$ cat src/cft_pkg.sv
`timescale 1ns / 1ps

package cft_pkg;

    // Operation codes carried in the op field of an input transaction.
    localparam logic OP_CHECK  = 1'b0;
    localparam logic OP_RECORD = 1'b1;

    // Action codes reported in the action field of a result transaction.
    localparam logic [1:0] ACT_CHECK   = 2'd0;
    localparam logic [1:0] ACT_REFRESH = 2'd1;
    localparam logic [1:0] ACT_ADD     = 2'd2;
    localparam logic [1:0] ACT_REPLACE = 2'd3;

    localparam int unsigned KEY_W  = 64;
    localparam int unsigned TIME_W = 48;
    localparam int unsigned CD_W   = 32;

    localparam logic [CD_W-1:0] COOLDOWN_RESET = 32'd1000000;

    typedef struct packed {
        logic              op;
        logic [KEY_W-1:0]  tbl_key;
        logic [TIME_W-1:0] now_us;
    } t_in_item;

    typedef struct packed {
        logic       skip;
        logic [1:0] action;
    } t_out_item;

endpackage

$ cat src/cooldown_filter_table.sv
`timescale 1ns / 1ps

// Cooldown filter table: a small table of keys, each with the time of its
// last recorded access. Both channels use valid and stall. An input
// transaction (i_in_valid high, o_in_stall low) carries an op, a key and the
// current time. A check reports skip when a stored entry for the key is still
// inside the cooldown window; a record refreshes the entry, adds a new one or
// replaces the oldest entry when the table is full. Each input transaction
// produces exactly one result transaction on o_out_valid / o_out_data.
// Timing: the scan reads one entry per cycle through a registered memory port
// into a single shared subtractor; a decide state follows for the decision
// and write-back, and a done state loads the output register. The next
// transaction can be accepted once the block is back in idle; o_in_stall
// is high while an item is in flight. The result sits in an output
// register, so a stalled receiver only holds the block once a second
// result is ready to be loaded.
// The cooldown register is written through i_cfg_we / i_cfg_wdata and resets
// to one second. Reset empties the table at once (the fill count goes to
// zero); the entry memories themselves are not cleared.

module cooldown_filter_table #(
    parameter int TABLE_ENTRIES = 16
) (
    input  logic                        i_clk,
    input  logic                        i_rst_n,
    input  logic                        i_in_valid,
    output logic                        o_in_stall,
    input  cft_pkg::t_in_item           i_in_data,
    output logic                        o_out_valid,
    input  logic                        i_out_stall,
    output cft_pkg::t_out_item          o_out_data,
    input  logic                        i_cfg_we,
    input  logic [cft_pkg::CD_W-1:0]    i_cfg_wdata
);

    localparam int IDX_W = (TABLE_ENTRIES > 1) ? $clog2(TABLE_ENTRIES) : 1;
    localparam int CNT_W = $clog2(TABLE_ENTRIES + 1);
    localparam int DIF_W = cft_pkg::TIME_W + 1;

    localparam logic [1:0] S_IDLE   = 2'd0;
    localparam logic [1:0] S_SCAN   = 2'd1;
    localparam logic [1:0] S_DECIDE = 2'd2;
    localparam logic [1:0] S_DONE   = 2'd3;

    // Entry storage: one write port and one registered read port per array.
    logic [cft_pkg::KEY_W-1:0]  r_key_mem  [TABLE_ENTRIES];
    logic [cft_pkg::TIME_W-1:0] r_time_mem [TABLE_ENTRIES];
    logic [cft_pkg::KEY_W-1:0]  r_key_rd;
    logic [cft_pkg::TIME_W-1:0] r_time_rd;

    logic [1:0]                 r_state;
    logic [CNT_W-1:0]           r_used;
    logic [CNT_W-1:0]           r_idx;
    logic                       r_rd_valid;
    logic [IDX_W-1:0]           r_cmp_idx;
    logic [cft_pkg::CD_W-1:0]   r_cooldown;

    // Item being worked on and the scan results gathered so far.
    logic                       r_op;
    logic [cft_pkg::KEY_W-1:0]  r_key;
    logic [cft_pkg::TIME_W-1:0] r_now;
    logic                       r_skip;
    logic                       r_found;
    logic [IDX_W-1:0]           r_hit;
    logic [IDX_W-1:0]           r_oldest;
    logic [cft_pkg::TIME_W-1:0] r_best;
    cft_pkg::t_out_item         r_res;

    logic                       r_out_valid;
    cft_pkg::t_out_item         r_out_data;

    logic                       issue;
    logic [IDX_W-1:0]           rd_addr;
    logic                       mem_we;
    logic                       key_we;
    logic [IDX_W-1:0]           wr_addr;
    logic [DIF_W-1:0]           sub_a;
    logic [DIF_W-1:0]           sub_b;
    logic [DIF_W-1:0]           diff;
    logic                       cooling;
    logic                       older;
    logic                       key_eq;
    logic                       full;
    logic                       out_free;

    assign issue    = (r_state == S_SCAN) && (r_idx < r_used);
    assign rd_addr  = r_idx[IDX_W-1:0];
    assign full     = (r_used >= CNT_W'(TABLE_ENTRIES));
    assign out_free = !r_out_valid || !i_out_stall;

    // The one subtractor serves both compares: for a check it forms the age
    // of the entry (now minus stored time); for a record it compares the
    // entry time against the oldest time seen so far.
    always_comb begin
        if (r_op == cft_pkg::OP_CHECK) begin
            sub_a = {1'b0, r_now};
            sub_b = {1'b0, r_time_rd};
        end else begin
            sub_a = {1'b0, r_time_rd};
            sub_b = {1'b0, r_best};
        end
    end

    assign diff    = sub_a - sub_b;
    assign older   = diff[DIF_W-1];
    assign cooling = $signed(diff) < $signed({{(DIF_W - cft_pkg::CD_W){1'b0}}, r_cooldown});
    assign key_eq  = (r_key_rd == r_key);

    // Write-back decision for a record: refresh the match, append, or evict.
    always_comb begin
        mem_we  = (r_state == S_DECIDE) && (r_op == cft_pkg::OP_RECORD);
        key_we  = mem_we && !r_found;
        if (r_found) begin
            wr_addr = r_hit;
        end else if (!full) begin
            wr_addr = r_used[IDX_W-1:0];
        end else begin
            wr_addr = r_oldest;
        end
    end

    always_ff @(posedge i_clk) begin
        if (mem_we) begin
            r_time_mem[wr_addr] <= r_now;
        end
        if (key_we) begin
            r_key_mem[wr_addr] <= r_key;
        end
        r_key_rd  <= r_key_mem[rd_addr];
        r_time_rd <= r_time_mem[rd_addr];
    end

    // Datapath registers for the item in flight.
    always_ff @(posedge i_clk) begin
        if ((r_state == S_IDLE) && i_in_valid) begin
            r_op    <= i_in_data.op;
            r_key   <= i_in_data.tbl_key;
            r_now   <= i_in_data.now_us;
            r_skip  <= 1'b0;
            r_found <= 1'b0;
            r_hit   <= '0;
            r_oldest <= '0;
            r_best  <= '0;
        end else if ((r_state == S_SCAN) && r_rd_valid) begin
            if (key_eq) begin
                r_found <= 1'b1;
                r_hit   <= r_cmp_idx;
                if (cooling) begin
                    r_skip <= 1'b1;
                end
            end
            // The first entry seeds the oldest-time search.
            if ((r_cmp_idx == '0) || older) begin
                r_oldest <= r_cmp_idx;
                r_best   <= r_time_rd;
            end
        end
        if (r_state == S_DECIDE) begin
            if (r_op == cft_pkg::OP_CHECK) begin
                r_res.skip   <= r_skip;
                r_res.action <= cft_pkg::ACT_CHECK;
            end else begin
                r_res.skip <= 1'b0;
                if (r_found) begin
                    r_res.action <= cft_pkg::ACT_REFRESH;
                end else if (!full) begin
                    r_res.action <= cft_pkg::ACT_ADD;
                end else begin
                    r_res.action <= cft_pkg::ACT_REPLACE;
                end
            end
        end
        if (r_rd_valid || issue) begin
            r_cmp_idx <= rd_addr;
        end
        if ((r_state == S_DONE) && out_free) begin
            r_out_data <= r_res;
        end
    end

    // Sequencer, fill count, output valid and configuration register.
    always_ff @(posedge i_clk) begin
        if (!i_rst_n) begin
            r_state     <= S_IDLE;
            r_used      <= '0;
            r_idx       <= '0;
            r_rd_valid  <= 1'b0;
            r_out_valid <= 1'b0;
            r_cooldown  <= cft_pkg::COOLDOWN_RESET;
        end else begin
            if (i_cfg_we) begin
                r_cooldown <= i_cfg_wdata;
            end
            // A new result replaces an accepted one in the same cycle.
            if ((r_state == S_DONE) && out_free) begin
                r_out_valid <= 1'b1;
            end else if (r_out_valid && !i_out_stall) begin
                r_out_valid <= 1'b0;
            end
            r_rd_valid <= issue;
            case (r_state)
                S_IDLE: begin
                    if (i_in_valid) begin
                        r_idx   <= '0;
                        r_state <= S_SCAN;
                    end
                end
                S_SCAN: begin
                    if (issue) begin
                        r_idx <= r_idx + CNT_W'(1);
                    end else if (!r_rd_valid) begin
                        r_state <= S_DECIDE;
                    end
                end
                S_DECIDE: begin
                    if (mem_we && !r_found && !full) begin
                        r_used <= r_used + CNT_W'(1);
                    end
                    r_state <= S_DONE;
                end
                S_DONE: begin
                    if (out_free) begin
                        r_state <= S_IDLE;
                    end
                end
                default: begin
                    r_state <= S_IDLE;
                end
            endcase
        end
    end

    assign o_in_stall  = (r_state != S_IDLE);
    assign o_out_valid = r_out_valid;
    assign o_out_data  = r_out_data;

endmodule
$ cat config.mk
export PLATFORM = sky130hd
export DESIGN_NAME = cooldown_filter_table
export DESIGN_NICKNAME = d
export VERILOG_FILES = /design/src/cft_pkg.sv /design/src/cooldown_filter_table.sv
export SDC_FILE = /design/constraint.sdc
export NUM_CORES = 2
export LEC_CHECK = 0
export ABC_CLOCK_PERIOD_IN_PS = 8750
export BUFFER_PORTS_ARGS = -buffer_cell sky130_fd_sc_hd__buf_2
export CAP_MARGIN = 40
export CELL_PAD_IN_SITES_DETAIL_PLACEMENT = 0
export CELL_PAD_IN_SITES_GLOBAL_PLACEMENT = 1
export CORE_UTILIZATION = 35
export CTS_CLUSTER_DIAMETER = 50
export DETAILED_ROUTE_END_ITERATION = 10
export MAX_ROUTING_LAYER = met4
export PLACE_DENSITY = 0.53
export SLEW_MARGIN = 15
export SYNTH_ARGS = -nofsm -noshare
export SYNTH_HDL_FRONTEND = slang
export SYNTH_SLANG_ARGS = --single-unit
$ cat constraint.sdc
create_clock -name i_clk -period 8.75 [get_ports i_clk]
set_clock_uncertainty 0.2 [all_clocks]
set_input_delay 1.3125 -clock i_clk [delete_from_list [all_inputs] [get_ports i_clk]]
set_output_delay 1.3125 -clock i_clk [all_outputs]
set_load 0.005 [all_outputs]
==> results_dict.tcl <==
set metrics [dict create \
    cts_setup_buffers 0 \
    cts_buffers 275 \
    final_cell_mix "edfxtp_1 (1915), mux4_2 (560), clkbuf_16 (282)" \
    drt_drc_violations_left 0 \
    min_period_ns 6.309 \
    antenna_found_initial 12 \
    ant_nets 0 \
    grt_pass1_vias 41980 \
    port_buffers 154 \
    swShare_pct 26.38 \
    rows 178 \
    yosys_register_bits 2131 \
    root_buffer "clkbuf_16" \
    finalCritPeriodShare_pct 72.10 \
    hold_class "reg2reg" \
    critPathMaxFanout 26 \
    finalCoreUtilization_pct 41.32 \
    switchingPower_w 0.007348 \
    drive_gt1_share_pct 29.23 \
    slew_violations 0 \
    min_from "r_res[2]" \
    stdcell_count 7699 \
    clk_latency_ns 0.91 \
    critPathLaunchType "flop" \
    clockPowerShare_pct 38.9 \
    critPathMostFrequentCell "nor2_1" \
    synthArstFlopShare_pct 0 \
    cts_buffer_depth 4 \
    place_inst 7211 \
    r2r_start "r_op" \
    syn_area_per_cell_um2 20.90 \
    final_net_count 4581 \
    synth_flop_cell "edfxtp_1" \
    final_common_cell "edfxtp_1" \
    ys.warnings.count 0 \
    htreeDepth 5 \
    dp_hpwl_um 117200 \
    worst_pin_slew_ns 1.051 \
    seq_power_share_pct 45.2 \
    grt_start_max_net_pins 131 \
    die_h_um 489.2 \
    start_util_pct 35.26 \
    ir_drop_v 0.0001989 \
    critical_path.cell_chain "buf_16 -> buf_4 -> mux2_2 -> ha_1 -> a211oi_1 -> nor2_1 -> nor4_2 -> a21oi_1 -> nor2_1 -> nor2_1 -> a311oi_1 -> xnor2_1 -> ha_1 -> and4_1 -> nand3_1 -> a21oi_1 -> or3_1 -> o31a_1 -> nor4_1 -> nand4_1 -> nor4_1 -> nand4_1 -> o22ai_1" \
    netlist_area_um2 83080 \
    synth_edf_count 1915 \
    status "complete, no violations" \
    clk_pin_slew_ns 0.06 \
    cp.required_ns 9.31 \
    setup_tns_ns 0 \
    core-area_um2 235600 \
    track_usage_pct 18.53 \
    final_cell_area_um2 97370 \
    setup_violations 0 \
    cts_tree "built" \
    drt-pass1-iter-count 6 \
    drv_cap 0 \
    die_w_um 489.2 \
    wl_per_cell_um 27.85 \
    postCtsResizedCells 0 \
    arrival_ns 6.87 \
    drt_iter0_drc 3078 \
    pwr-share-comb_pct 15.9 \
    cp-startpoint "r_op" \
    slowest_stage "edfxtp_1" \
    num_vias 39690 \
    gr-total-overflow 0 \
    path_class "reg2reg" \
    cp-end-kind "flop" \
    slew_headroom_pct 29.95 \
    clock_sinks 2131 \
    syn_to_final_growth_pct 17.20 \
    placed_area_um2 88620 \
    final-hold-violation-count 0 \
    grt_setup_unrepaired "false" \
    vias_per_cell 5.155 \
    grt_pass1_wl_um 307700 \
    holdBufCountCts 0 \
    die_area_um2 239300 \
    synth_cells 3976 \
    wl_um 214500 \
    n_fill_cell 20920 \
    gp_congestion 0.7894 \
    ios 155 \
    syn_nets 4218 \
    leakage_nw 31.09 \
    power_density_nw_per_um2 286.1 \
    cpPeakStageDelay_ns 0.57 \
    p_int_w 0.02051 \
    fmax_ghz 0.1585 \
    netlist-cell-type-count 76 \
    synth-seq-area-share_pct 74.42 \
]
[final cells by class]
| cell class | count | area (µm²) | area share, % |
|---|---|---|---|
| inverter | 61 | 229.0 | 0.2351 |
| timing repair buffer | 269 | 2166 | 2.224 |
| sequential | 2131 | 61840 | 63.51 |
| clock inverter | 125 | 1215 | 1.248 |
| multi-input combinational | 1601 | 20460 | 21.01 |
| antenna | 9 | 22.52 | 0.02313 |
| tap | 3150 | 3941 | 4.048 |
| clock buffer | 353 | 7493 | 7.696 |
[path summary, 6_finish.rpt]
path              endpoint  slack [ns]  cells after the start
max                 r_skip        2.44                     23
min          o_out_data[2]        0.23                      0
max reg2reg         r_skip        2.44                     23
min reg2reg  o_out_data[2]        0.23                      0
[stage by stage]
stage                     power [W]  hold WS (ns)  worst slack, ns
after CTS                   0.02825        0.2359            2.469
after detailed placement    0.01733        0.2253            2.540
after global routing        0.02905        0.2375            2.130
after floorplan             0.01576        0.2003            2.270
final                       0.02785        0.2289            2.441
after global placement      0.01727        0.2195            2.203
[sequential cells by signal, indices dropped and copies added, names as in the netlist, 4 cells and up]
register / cells
r_key_mem: 1024
r_oldest: 4
r_time_rd: 48
r_hit: 4
r_time_mem: 768
r_idx: 5
r_best: 48
r_now: 48
r_cooldown: 32
r_key: 64
r_cmp_idx: 4
r_used: 5
r_key_rd: 64
[cell usage after synthesis (all sizes together) (47+ instances only)]
library cell	n	area, µm²
mux4	560	12610
ha	91	1139
a21oi	72	371.6
nand2	75	281.5
inv	60	225.2
buf	69	359.1
mux2i	139	1391
edfxtp	1915	57510
clkbuf	114	427.9
nor2	121	454.2
o21ai	51	262.8
mux2	47	529.3
dfxtp	216	4324
[critical path: cells and delay by family, from the launching register on]
kind	cells	cell delay, ns
flops	1	0.57
compound gates	6	1.43
buf+inv	2	0.57
mux	1	0.39
xor+xnor	1	0.16
simple gates	11	2.21
fa+ha+maj	2	0.63
[power by group through the flow]
stage | Combinational, W | Clock (W) | Sequential [W]
floorplan | 0.00322 | 0 | 0.0125
CTS | 0.00450 | 0.0111 | 0.0126
detailed placement | 0.00448 | 0 | 0.0128
global placement | 0.00445 | 0 | 0.0128
global route | 0.00488 | 0.0115 | 0.0127
finish | 0.00442 | 0.0108 | 0.0126
[per-layer routing]
layer | vias to the layer above | GRT usage [%] | wire length, µm
li1 | 17210 | - | -
met1 | 21280 | 23.96 | 92890
met2 | 896 | 30.44 | 107500
met3 | 307 | 2.952 | 9225
met4 | 0 | 4.682 | 4790
met5 | - | - | 0
[cells by family after synthesis]
kind of cell,Yosys count,synth area share (%)
compound gates,250,1.986
xor+xnor,78,0.8223
fa+ha+maj,92,1.395
buf+inv,244,1.223
flops,2131,74.42
mux,746,17.49
simple gates,435,2.664
(Power assumes the default switching activity.)
